## config.mk

```make
export PLATFORM = sky130hd
export DESIGN_NAME = token_bucket_shaper_top
export DESIGN_NICKNAME = d
export VERILOG_FILES = /design/src/hdl/tbs_pkg.sv /design/src/hdl/tbs_div.sv /design/src/hdl/token_bucket_shaper_top.sv
export SDC_FILE = /design/constraint.sdc
export NUM_CORES = 2
export LEC_CHECK = 0
export BUFFER_PORTS_ARGS = -buffer_cell sky130_fd_sc_hd__buf_2
export CORE_ASPECT_RATIO = 1.5
export CORE_UTILIZATION = 50
export CTS_CLUSTER_SIZE = 30
export DETAILED_ROUTE_END_ITERATION = 7
export GPL_ROUTABILITY_DRIVEN = 0
export PLACE_DENSITY = 0.66
export SYNTH_ARGS = -nofsm -noshare
export SYNTH_HDL_FRONTEND = slang
export SYNTH_SLANG_ARGS = --single-unit
```

## constraint.sdc

```tcl
create_clock -name clk -period 10.08 [get_ports clk]
set_input_delay 1.512 -clock clk [delete_from_list [all_inputs] [get_ports clk]]
set_output_delay 1.512 -clock clk [all_outputs]
set_load 0.01 [all_outputs]
```

## src/hdl/tbs_pkg.sv

```systemverilog
`timescale 1ns / 1ps
// ----------------------------------------------------------------------------
// tbs_pkg
// Shared widths, register indexes and reset values for the token bucket shaper.
// ----------------------------------------------------------------------------
package tbs_pkg;

    localparam int FRAC_BITS_DEF = 16;
    localparam int WAIT_BITS_DEF = 32;

    localparam int CAP_W      = 24;
    localparam int RATE_W     = 24;
    localparam int OVH_W      = 8;
    localparam int ELAP_W     = 32;
    localparam int PKT_W      = 16;
    localparam int WAIT_OUT_W = 32;
    localparam int TOKENS_W   = 24;

    localparam int CFG_IDX_W  = 2;
    localparam int CFG_DATA_W = 24;

    localparam logic [CFG_IDX_W-1:0] REG_CAPACITY = 2'd0;
    localparam logic [CFG_IDX_W-1:0] REG_RATE     = 2'd1;
    localparam logic [CFG_IDX_W-1:0] REG_OVERHEAD = 2'd2;

    localparam logic [CAP_W-1:0]  CAP_RESET  = 24'd16384;
    localparam logic [RATE_W-1:0] RATE_RESET = 24'd65536;
    localparam logic [OVH_W-1:0]  OVH_RESET  = 8'd0;

    function automatic int max2(input int a, input int b);
        return (a > b) ? a : b;
    endfunction

endpackage

```

## src/hdl/tbs_div.sv

```systemverilog
`timescale 1ns / 1ps
// ----------------------------------------------------------------------------
// tbs_div
// Restoring divider, one quotient bit per cycle, shared compare/subtract.
// ----------------------------------------------------------------------------
module tbs_div #(
    parameter int DIV_W = 33
) (
    input  logic                             clk,
    input  logic                             rst_n,
    input  logic                             start,
    input  logic [DIV_W-1:0]                 dividend,
    input  logic [tbs_pkg::RATE_W-1:0]       divisor,
    output logic                             done,
    output logic [DIV_W-1:0]                 quotient,
    output logic [tbs_pkg::RATE_W-1:0]       remainder
);

    localparam int CNT_W = $clog2(DIV_W + 1);
    localparam int RW    = tbs_pkg::RATE_W;

    logic [DIV_W-1:0] quo_reg;
    logic [RW-1:0]    rem_reg;
    logic [CNT_W-1:0] cnt_reg;
    logic             busy_reg;
    logic             done_reg;

    logic [RW:0]      shifted;
    logic [RW:0]      diff;
    logic             ge;

    always_comb
    begin
        shifted = {rem_reg, quo_reg[DIV_W-1]};
        diff    = shifted - {1'b0, divisor};
        ge      = (shifted >= {1'b0, divisor});
    end

    always_ff @(posedge clk or negedge rst_n)
    begin
        if (!rst_n)
        begin
            busy_reg <= 1'b0;
            done_reg <= 1'b0;
            cnt_reg  <= '0;
        end
        else
        begin
            done_reg <= 1'b0;
            if (start)
            begin
                busy_reg <= 1'b1;
                cnt_reg  <= CNT_W'(DIV_W);
            end
            else if (busy_reg)
            begin
                cnt_reg <= cnt_reg - CNT_W'(1);
                if (cnt_reg == CNT_W'(1))
                begin
                    busy_reg <= 1'b0;
                    done_reg <= 1'b1;
                end
            end
        end
    end

    always_ff @(posedge clk)
    begin
        if (start)
        begin
            quo_reg <= dividend;
            rem_reg <= '0;
        end
        else if (busy_reg)
        begin
            quo_reg <= {quo_reg[DIV_W-2:0], ge};
            rem_reg <= ge ? diff[RW-1:0] : shifted[RW-1:0];
        end
    end

    assign done      = done_reg;
    assign quotient  = quo_reg;
    assign remainder = rem_reg;

endmodule

```

## src/hdl/token_bucket_shaper_top.sv

```systemverilog
`timescale 1ns / 1ps
// Path: an input word steps through S_MUL, S_CLAMP and S_DECIDE to S_DONE and the output
// register when admitted, oversize or rate zero; a divided wait adds S_DIV and S_FIN.
// Flow: one word at a time, as s_tready is high only in S_IDLE; the bit-serial divider
// (17 + FRAC_BITS steps) sets the wait path, refill takes one 32x24 multiply.
// Reset: asynchronous, active low; registers return to 16384 / 65536 / 0 and the
// bucket starts full with zero fraction.
// ----------------------------------------------------------------------------
// token_bucket_shaper_top
// Token bucket shaper: refill, flag oversize, admit or compute wait ticks, keep fraction.
// ----------------------------------------------------------------------------
module token_bucket_shaper_top #(
    parameter int FRAC_BITS = tbs_pkg::FRAC_BITS_DEF,
    parameter int WAIT_BITS = tbs_pkg::WAIT_BITS_DEF
) (
    input  logic                                clk,
    input  logic                                rst_n,

    input  logic                                cfg_we,
    input  logic [tbs_pkg::CFG_IDX_W-1:0]       cfg_idx,
    input  logic [tbs_pkg::CFG_DATA_W-1:0]      cfg_data,

    input  logic                                s_tvalid,
    output logic                                s_tready,
    input  logic [47:0]                         s_tdata,   // elapsed_ticks[31:0], pkt_bytes[47:32]

    output logic                                m_tvalid,
    input  logic                                m_tready,
    output logic [55:0]                         m_tdata,   // wait_ticks[31:0], tokens_left[55:32]
    output logic [1:0]                          m_tuser    // admitted_now[0], oversize[1]
);

    localparam int CAP_W   = tbs_pkg::CAP_W;
    localparam int RATE_W  = tbs_pkg::RATE_W;
    localparam int ELAP_W  = tbs_pkg::ELAP_W;
    localparam int PKT_W   = tbs_pkg::PKT_W;
    localparam int WOUT_W  = tbs_pkg::WAIT_OUT_W;
    localparam int LVL_W   = CAP_W + FRAC_BITS;
    localparam int PROD_W  = ELAP_W + RATE_W;
    localparam int SUM_W   = tbs_pkg::max2(PROD_W, LVL_W) + 1;
    localparam int BYTES_W = PKT_W + 1;
    localparam int NEED_W  = BYTES_W + FRAC_BITS;
    localparam int CMP_W   = tbs_pkg::max2(NEED_W, LVL_W);
    localparam int QW      = NEED_W + 1;
    localparam int EW      = tbs_pkg::max2(tbs_pkg::max2(QW, WAIT_BITS), WOUT_W);

    typedef enum logic [6:0] {
        S_IDLE   = 7'b0000001,
        S_MUL    = 7'b0000010,
        S_CLAMP  = 7'b0000100,
        S_DECIDE = 7'b0001000,
        S_DIV    = 7'b0010000,
        S_FIN    = 7'b0100000,
        S_DONE   = 7'b1000000
    } state_t;

    state_t state_reg, state_next;

    logic [CAP_W-1:0]         cap_reg;
    logic [RATE_W-1:0]        rate_reg;
    logic [tbs_pkg::OVH_W-1:0] ovh_reg;
    logic [LVL_W-1:0]         level_reg, level_next;

    logic [ELAP_W-1:0]        elap_reg;
    logic [BYTES_W-1:0]       bytes_reg;
    logic [PROD_W-1:0]        prod_reg;

    logic                     res_admit_reg, res_admit_next;
    logic                     res_over_reg, res_over_next;
    logic [WOUT_W-1:0]        res_wait_reg, res_wait_next;

    logic                     out_valid_reg;
    logic                     out_admit_reg;
    logic                     out_over_reg;
    logic [WOUT_W-1:0]        out_wait_reg;
    logic [tbs_pkg::TOKENS_W-1:0] out_tokens_reg;

    logic [LVL_W-1:0]         cap_fx;
    logic [SUM_W-1:0]         sum;
    logic [NEED_W-1:0]        need;
    logic [NEED_W-1:0]        deficit;
    logic                     over;
    logic                     fits;
    logic                     div_start;
    logic                     div_done;
    logic [NEED_W-1:0]        div_quo;
    logic [RATE_W-1:0]        div_rem;
    logic [QW-1:0]            wait_q;
    logic [EW-1:0]            wait_ext;
    logic [EW-1:0]            wait_max;
    logic                     sat;
    logic [LVL_W-1:0]         resid;
    logic                     out_free;

    tbs_div #(
        .DIV_W (NEED_W)
    ) u_div (
        .clk       (clk),
        .rst_n     (rst_n),
        .start     (div_start),
        .dividend  (deficit),
        .divisor   (rate_reg),
        .done      (div_done),
        .quotient  (div_quo),
        .remainder (div_rem)
    );

    always_ff @(posedge clk or negedge rst_n)
    begin
        if (!rst_n)
        begin
            cap_reg  <= tbs_pkg::CAP_RESET;
            rate_reg <= tbs_pkg::RATE_RESET;
            ovh_reg  <= tbs_pkg::OVH_RESET;
        end
        else if (cfg_we)
        begin
            unique case (cfg_idx)
                tbs_pkg::REG_CAPACITY: cap_reg  <= cfg_data[CAP_W-1:0];
                tbs_pkg::REG_RATE:     rate_reg <= cfg_data[RATE_W-1:0];
                tbs_pkg::REG_OVERHEAD: ovh_reg  <= cfg_data[tbs_pkg::OVH_W-1:0];
                default:               ;
            endcase
        end
    end

    assign out_free = !out_valid_reg || m_tready;
    assign s_tready = (state_reg == S_IDLE);

    always_comb
    begin
        cap_fx   = LVL_W'(cap_reg) << FRAC_BITS;
        sum      = SUM_W'(level_reg) + SUM_W'(prod_reg);
        need     = NEED_W'(bytes_reg) << FRAC_BITS;
        over     = (CAP_W'(bytes_reg) > cap_reg);
        fits     = (CMP_W'(need) <= CMP_W'(level_reg));
        deficit  = need - level_reg[NEED_W-1:0];
        wait_q   = QW'(div_quo) + QW'(div_rem != '0);
        wait_ext = EW'(wait_q);
        wait_max = (EW'(1) << WAIT_BITS) - EW'(1);
        sat      = ((wait_ext >> WAIT_BITS) != '0);
        resid    = (div_rem != '0) ? (LVL_W'(rate_reg) - LVL_W'(div_rem)) : '0;
    end

    always_comb
    begin
        state_next     = state_reg;
        level_next     = level_reg;
        res_admit_next = res_admit_reg;
        res_over_next  = res_over_reg;
        res_wait_next  = res_wait_reg;
        div_start      = 1'b0;
        unique case (state_reg)
            S_IDLE:
            begin
                if (s_tvalid)
                begin
                    state_next = S_MUL;
                end
            end
            S_MUL:
            begin
                state_next = S_CLAMP;
            end
            S_CLAMP:
            begin
                level_next = (sum > SUM_W'(cap_fx)) ? cap_fx : sum[LVL_W-1:0];
                state_next = S_DECIDE;
            end
            S_DECIDE:
            begin
                res_admit_next = 1'b0;
                res_over_next  = 1'b0;
                res_wait_next  = '0;
                if (over)
                begin
                    res_over_next = 1'b1;
                    state_next    = S_DONE;
                end
                else if (fits)
                begin
                    res_admit_next = 1'b1;
                    level_next     = level_reg - LVL_W'(need);
                    state_next     = S_DONE;
                end
                else if (rate_reg == '0)
                begin
                    res_wait_next = wait_max[WOUT_W-1:0];
                    level_next    = '0;
                    state_next    = S_DONE;
                end
                else
                begin
                    div_start  = 1'b1;
                    state_next = S_DIV;
                end
            end
            S_DIV:
            begin
                if (div_done)
                begin
                    state_next = S_FIN;
                end
            end
            S_FIN:
            begin
                if (sat)
                begin
                    res_wait_next = wait_max[WOUT_W-1:0];
                    level_next    = '0;
                end
                else
                begin
                    res_wait_next = wait_ext[WOUT_W-1:0];
                    level_next    = (resid > cap_fx) ? cap_fx : resid;
                end
                state_next = S_DONE;
            end
            S_DONE:
            begin
                if (out_free)
                begin
                    state_next = S_IDLE;
                end
            end
            default:
            begin
                state_next = S_IDLE;
            end
        endcase
    end

    always_ff @(posedge clk or negedge rst_n)
    begin
        if (!rst_n)
        begin
            state_reg     <= S_IDLE;
            level_reg     <= LVL_W'(tbs_pkg::CAP_RESET) << FRAC_BITS;
            out_valid_reg <= 1'b0;
        end
        else
        begin
            state_reg <= state_next;
            level_reg <= level_next;
            if (state_reg == S_DONE && out_free)
            begin
                out_valid_reg <= 1'b1;
            end
            else if (m_tready)
            begin
                out_valid_reg <= 1'b0;
            end
        end
    end

    always_ff @(posedge clk)
    begin
        res_admit_reg <= res_admit_next;
        res_over_reg  <= res_over_next;
        res_wait_reg  <= res_wait_next;
        if (state_reg == S_IDLE && s_tvalid)
        begin
            elap_reg  <= s_tdata[ELAP_W-1:0];
            bytes_reg <= BYTES_W'(s_tdata[ELAP_W +: PKT_W]) + BYTES_W'(ovh_reg);
        end
        if (state_reg == S_MUL)
        begin
            prod_reg <= PROD_W'(elap_reg) * PROD_W'(rate_reg);
        end
        if (state_reg == S_DONE && out_free)
        begin
            out_admit_reg  <= res_admit_reg;
            out_over_reg   <= res_over_reg;
            out_wait_reg   <= res_wait_reg;
            out_tokens_reg <= level_reg[LVL_W-1:FRAC_BITS];
        end
    end

    assign m_tvalid = out_valid_reg;
    assign m_tdata  = {out_tokens_reg, out_wait_reg};
    assign m_tuser  = {out_over_reg, out_admit_reg};

`ifndef SYNTHESIS
    a_flags_exclusive: assert property (@(posedge clk) disable iff (!rst_n)
        m_tvalid |-> !(m_tuser[0] && m_tuser[1]))
        else $error("admitted and oversize both set");

    a_no_wait_when_passed: assert property (@(posedge clk) disable iff (!rst_n)
        (m_tvalid && (m_tuser[0] || m_tuser[1])) |-> (m_tdata[WOUT_W-1:0] == '0))
        else $error("nonzero wait on admitted or oversize word");

    a_div_done_in_div: assert property (@(posedge clk) disable iff (!rst_n)
        div_done |-> (state_reg == S_DIV))
        else $error("divider finished outside divide state");

    a_div_start_once: assert property (@(posedge clk) disable iff (!rst_n)
        div_start |=> (state_reg == S_DIV) && !div_start)
        else $error("divider start not followed by divide state");
`endif

endmodule

```

Yosys cells after proc, flatten, opt, wreduce, memory -nomap -nowiden
Cells that the tools add are included.

Bits in registers: 366. Latch bits: 0. Bits in writable memories: 0. Bits in read-only memories: 0. Input port bits: 79. Output and inout port bits: 60. Word-level logic and storage cells: 106. Memories: 0.

Add/sub/neg operators: 8. Multiply operators: 1. Div/mod/pow operators: 0. Magnitude comparators: 5. Equality and inequality tests: 15. Shift-type cells: 0. Multiplexer cells: 39. Bitwise gates (word level): 0. Reduce and logical (&&, ||, !) cells: 17.

Operators with widths (count): $mux W40 (7); $mux W32 (4); $pmux W40 S3 (1); $mux W33 (2); $pmux W32 S2 (1); $add A40 B56 Y57 (1); $gt A57 B40 Y1 (1); $mul A32 B24 Y56 (1); $pmux W7 S7 (1); $mux W7 (6); $gt A40 B40 Y1 (1); $le A33 B40 Y1 (1); $sub A40 B33 Y40 (1); $add A33 B1 Y34 (1); $reduce_bool A34 Y1 (1); $sub A33 B33 Y33 (1); $ge A25 B24 Y1 (1); $sub A24 B24 Y25 (1); $gt A17 B24 Y1 (1); $logic_not A24 Y1 (1); $mux W24 (1); $reduce_bool A24 Y1 (1); $sub A24 B24 Y24 (1); $add A16 B8 Y17 (1); other kinds (24) (46).

Logic depth before layout (Yosys ltp)
Depth in word-level cells: 6. Depth in mapped cells: 29. Gate-level depth less buffers: 27.

Hierarchy
Synthesis repeated with hierarchy kept, for this count alone.

Cell total of the unflattened synthesis: 5300. Area, all modules: 49078.3 µm².

Modules (own cells, without submodules): token_bucket_shaper_top (instances 1, cells an instance 4869, area an instance 44844.3 µm², sequential area each 8523.2 µm²); tbs_div (instances 1, cells an instance 431, area an instance 4234.1 µm², sequential area each 1671.6 µm²).

Worst setup path after synthesis
No wires, ideal clock.

Kind: register -> register. Start point: register rate_reg[16]. End point: register prod_reg[53] (data pin). Setup time: 0.266 ns. Arrival time: 7.527 ns. Required time: 9.814 ns. Path slack: 2.287 ns. Stages on the path, launching flop included: 28. Buffers on the path: 2. Period minus slack after synthesis: 7.793 ns. Path through: dfstp_2 -> clkbuf_1 -> clkbuf_1 -> nand2_1 -> fa_1 -> inv_1 -> fa_1 -> inv_1 -> fa_1 -> inv_1 -> fa_1 -> fa_1 -> fa_1 -> inv_1 -> fa_1 -> inv_1 -> ha_1 -> a21oi_1 -> o21ai_0 -> a311o_1 -> a31oi_1 -> o31ai_1 -> a211o_1 -> a311oi_1 -> o21ai_0 -> and4_1 -> a21oi_1 -> o211ai_1.

Word-level cells in the longest chain between the ends: 1.

Ends and longest elaborated chain: start, declared (RTL line token_bucket_shaper_top.sv:60) `logic [RATE_W-1:0] rate_reg;`; start signal, assigned (RTL line token_bucket_shaper_top.sv:113) `rate_reg <= tbs_pkg::RATE_RESET;`; start signal, assigned (RTL line token_bucket_shaper_top.sv:120) `tbs_pkg::REG_RATE: rate_reg <= cfg_data[RATE_W-1:0];`; $mul A32 B24 Y56 (RTL line token_bucket_shaper_top.sv:268) `prod_reg <= PROD_W'(elap_reg) * PROD_W'(rate_reg);`; end signal, assigned (RTL line token_bucket_shaper_top.sv:268); end, declared (RTL line token_bucket_shaper_top.sv:66) `logic [PROD_W-1:0] prod_reg;`.

Every way passes these cells. A chain may end at the register's enable or synchronous reset.

Worst setup path in the final report
Start point: register rate_reg[11]. End point: register prod_reg[53] (data pin).

Same word-level chain as after synthesis.

==> results.txt <==
number of H-tree levels: 2
synth warn: 0
Cell Chain, Critical Path: buf_4, nand2_1, fa_1, fa_1, inv_1, fa_1, fa_1, fa_1, fa_1, inv_1, fa_1, inv_1, ha_1, a21oi_1, o21ai_0, a311o_1, a31oi_1, o31ai_1, a211o_1, a311oi_1, o21ai_0, and4_1, a21oi_1, o211ai_1
Bufs on Longest Clock Path: 3
Non-Filler Instances: 6667
Hold Vio Cnt, Final: 0
initial antenna violation count: 0
final wirelength: 153900 um
synth top area cells: fa_1, edfxtp_1, ha_1
GR Overflow Total: 0
die height: 385.3 um
clk_lat worst skew: 0.61 ns
Detail Route Antenna Nets: 0
Core Footprint: 97040 sq um
Placed Area: 50790 sq um
CP arrival: 9.26 ns
cell mode on critical path: fa_1
vias in the first global route: 40091
period utilization: 88.47%
Setup Skew: 0.02687 ns
Fmax: 0.1121 GHz
post-synthesis compound-gate area fraction: 11.54%
most common cell in the netlist: inv_1
initial drt markers: 2835
Post-Syn Nets: 6488
Layout area overhead: 6.534%
total die area: 99240 sq um
post-synthesis mux area share: 1.124%
Adder-Cell Fraction of Synth Area: 36.83%
gate count after technology mapping: 5365
main combinational cell family by area after synthesis: adder cells
clk root buf: clkbuf_16
Setup crit end kind: flip-flop
ys async rst share: 30.60%
Via density: 5.814
Final nets: 6479
DR vias: 38765
Least-Margin Pin Slew: 1.410 ns
clock sink total: 366
Yosys cell types: 101
Synth top area share: 27.10%
num rows: 140
Post-CTS Setup Repair Bufs: 0
First-pass DRT Iterations: 6
Crit-path slowest cell: dfrtp_1
DRC Markers: 0
largest net degree at the start of global routing: 67
Setup Viol. Count Final: 0
CTS Hold Buffers Added: 0
Post-Synth Simple-Gate Area: 17.21%
Ports: 139
startpoint types: flip-flop
post-synthesis sequential area ratio: 20.81%
GRT Total Usage: 31.32%
Inst Count DP: 6589
worst min path class: flip-flop to flip-flop
fillers: 8945
Post-synth EDFFs: 230
Period minus WS final: 8.918 ns
Crit path required time: 10.43 ns
Die Span X: 257.6 um
WP buf/inv: 4
global-route wire length before repair: 234100 um
Post-CTS Resized: 0
slowest cell delay on critical path: 0.84 ns
Final Instance Area: 52180 sq um
status: finished clean
Crit path max-delay family: adder cells
Setup TNS: 0 ns
layout cells sized above 1: 6.774%
post-synthesis xor/xnor area fraction: 3.684%
RSZ-0062 raised after global routing: no
Max-slew headroom: 4.839%
Cell Area, Synth: 48980 sq um
Max Cap Viol: 0
TritonCTS clock tree: built
Worst-path clk slew: 0.07 ns
cell taking the most area after synthesis: fa_1
max reg flops: 56
fin util: 53.77%
Post-synth top cells: inv_1, fa_1, nand2_1, and2_1, ha_1
critical path peak fanout: 25
Final Max Tran Viols: 0
dominant synthesized flop cell: edfxtp_1
Buffers on Ports: 138
Initial Util: 50.47%
cts bufs inserted: 43
number of synthesized register bits: 366
Avg Inst Size Synth: 9.130 sq um
CP Class: flip-flop to flip-flop
wire length per cell: 23.09 um
hpwl dp: 124000 um
## layout by cell type (no fill, tap or decap), types with 9 or more instances in the layout
cell type  instances
a211oi_1          20
buf_2            137
buf_4             75
ha_1             381
inv_1            865
or3_1             29
o31ai_1           13
nand2_1          605
nand4_1           59
clkbuf_16         46
mux2i_1           10
fa_1             663
o211ai_1          24
a21boi_0          11
nor2b_1           32
dfxtp_1           24
and3_1            27
xnor2_1          130
edfxtp_1         230
a31oi_1           29
a21o_1           112
or4_1              9
o21ai_0          211
nor3_1            70
and2_1           398
nand3_1          101
a32oi_1           24
o21bai_1          27
xor2_1            76
o21a_1            42
dfrtp_1          107
nor4_1            37
nor2_1           220
o22ai_1           11
a21oi_1          228
nand2b_1          29
mux2_2            39
o21ai_1           20
## cells by family (layout without fill, tap and decap cells)
family | after synthesis | in the layout
fa+ha+maj | 1044 | 1044
compound gates | 880 | 880
xor+xnor | 206 | 206
mux | 50 | 50
simple gates | 1687 | 1687
other cells | 0 | 1
flops | 366 | 366
buf+inv | 1132 | 1155
## layer usage
metal  routed length, um  global-route usage [%]  part of all wire, %  up-vias
li1                    -                       -                    -    17445
met1               54210                   34.03                   35    19131
met2               76020                   54.87                   49     1612
met3                7924                   3.051                  5.1      577
met4               15750                   26.73                   10        0
met5                   0                       0                    0        -
## path summary, 6_finish.rpt
path	cells past startpoint	startpoint	slack [ns]	endpoint
min reg2reg	0	res_wait_reg[10]	0.42	out_wait_reg[10]
min	0	res_wait_reg[10]	0.42	out_wait_reg[10]
min in group asynchronous	1	rst_n	0.96	rate_reg[5]
max	24	rate_reg[11]	1.16	prod_reg[53]
max reg2reg	24	rate_reg[11]	1.16	prod_reg[53]
max in group asynchronous	2	rst_n	7.61	rate_reg[12]
## worst reg2reg max path: cells and delay by family, from the launching register on
| kind | cells | cell delay, ns |
|---|---|---|
| adders and majority gates | 8 | 3.97 |
| buffers and inverters | 4 | 0.62 |
| DFF | 1 | 0.84 |
| and+or+nand+nor | 2 | 0.43 |
| AOI/OAI and AO/OA | 10 | 2.79 |
## per-stage QoR
stage | hold slack (ns) | worst slack [ns]
after floorplan | 0.4003 | 2.287
after global placement | 0.4006 | 1.486
after detailed placement | 0.4045 | 1.259
after CTS | 0.4182 | 1.259
after global routing | 0.4219 | 0.7608
final | 0.4183 | 1.162
## final cells by class
class,count,area (sq um),area share (%)
Clock buffer,56,1239,2.374
Inverter,866,3251,6.229
Tap cell,1278,1599,3.064
Antenna cell,1,2.502,0.004796
Clock inverter,21,146.4,0.2805
Sequential cell,366,10200,19.54
Multi-Input combinational cell,3867,34500,66.11
Timing Repair Buffer,212,1249,2.393
Power is left out: the tool's default activity adds up to more than one toggle a clock period on the data nets, which glitch-free logic cannot reach.
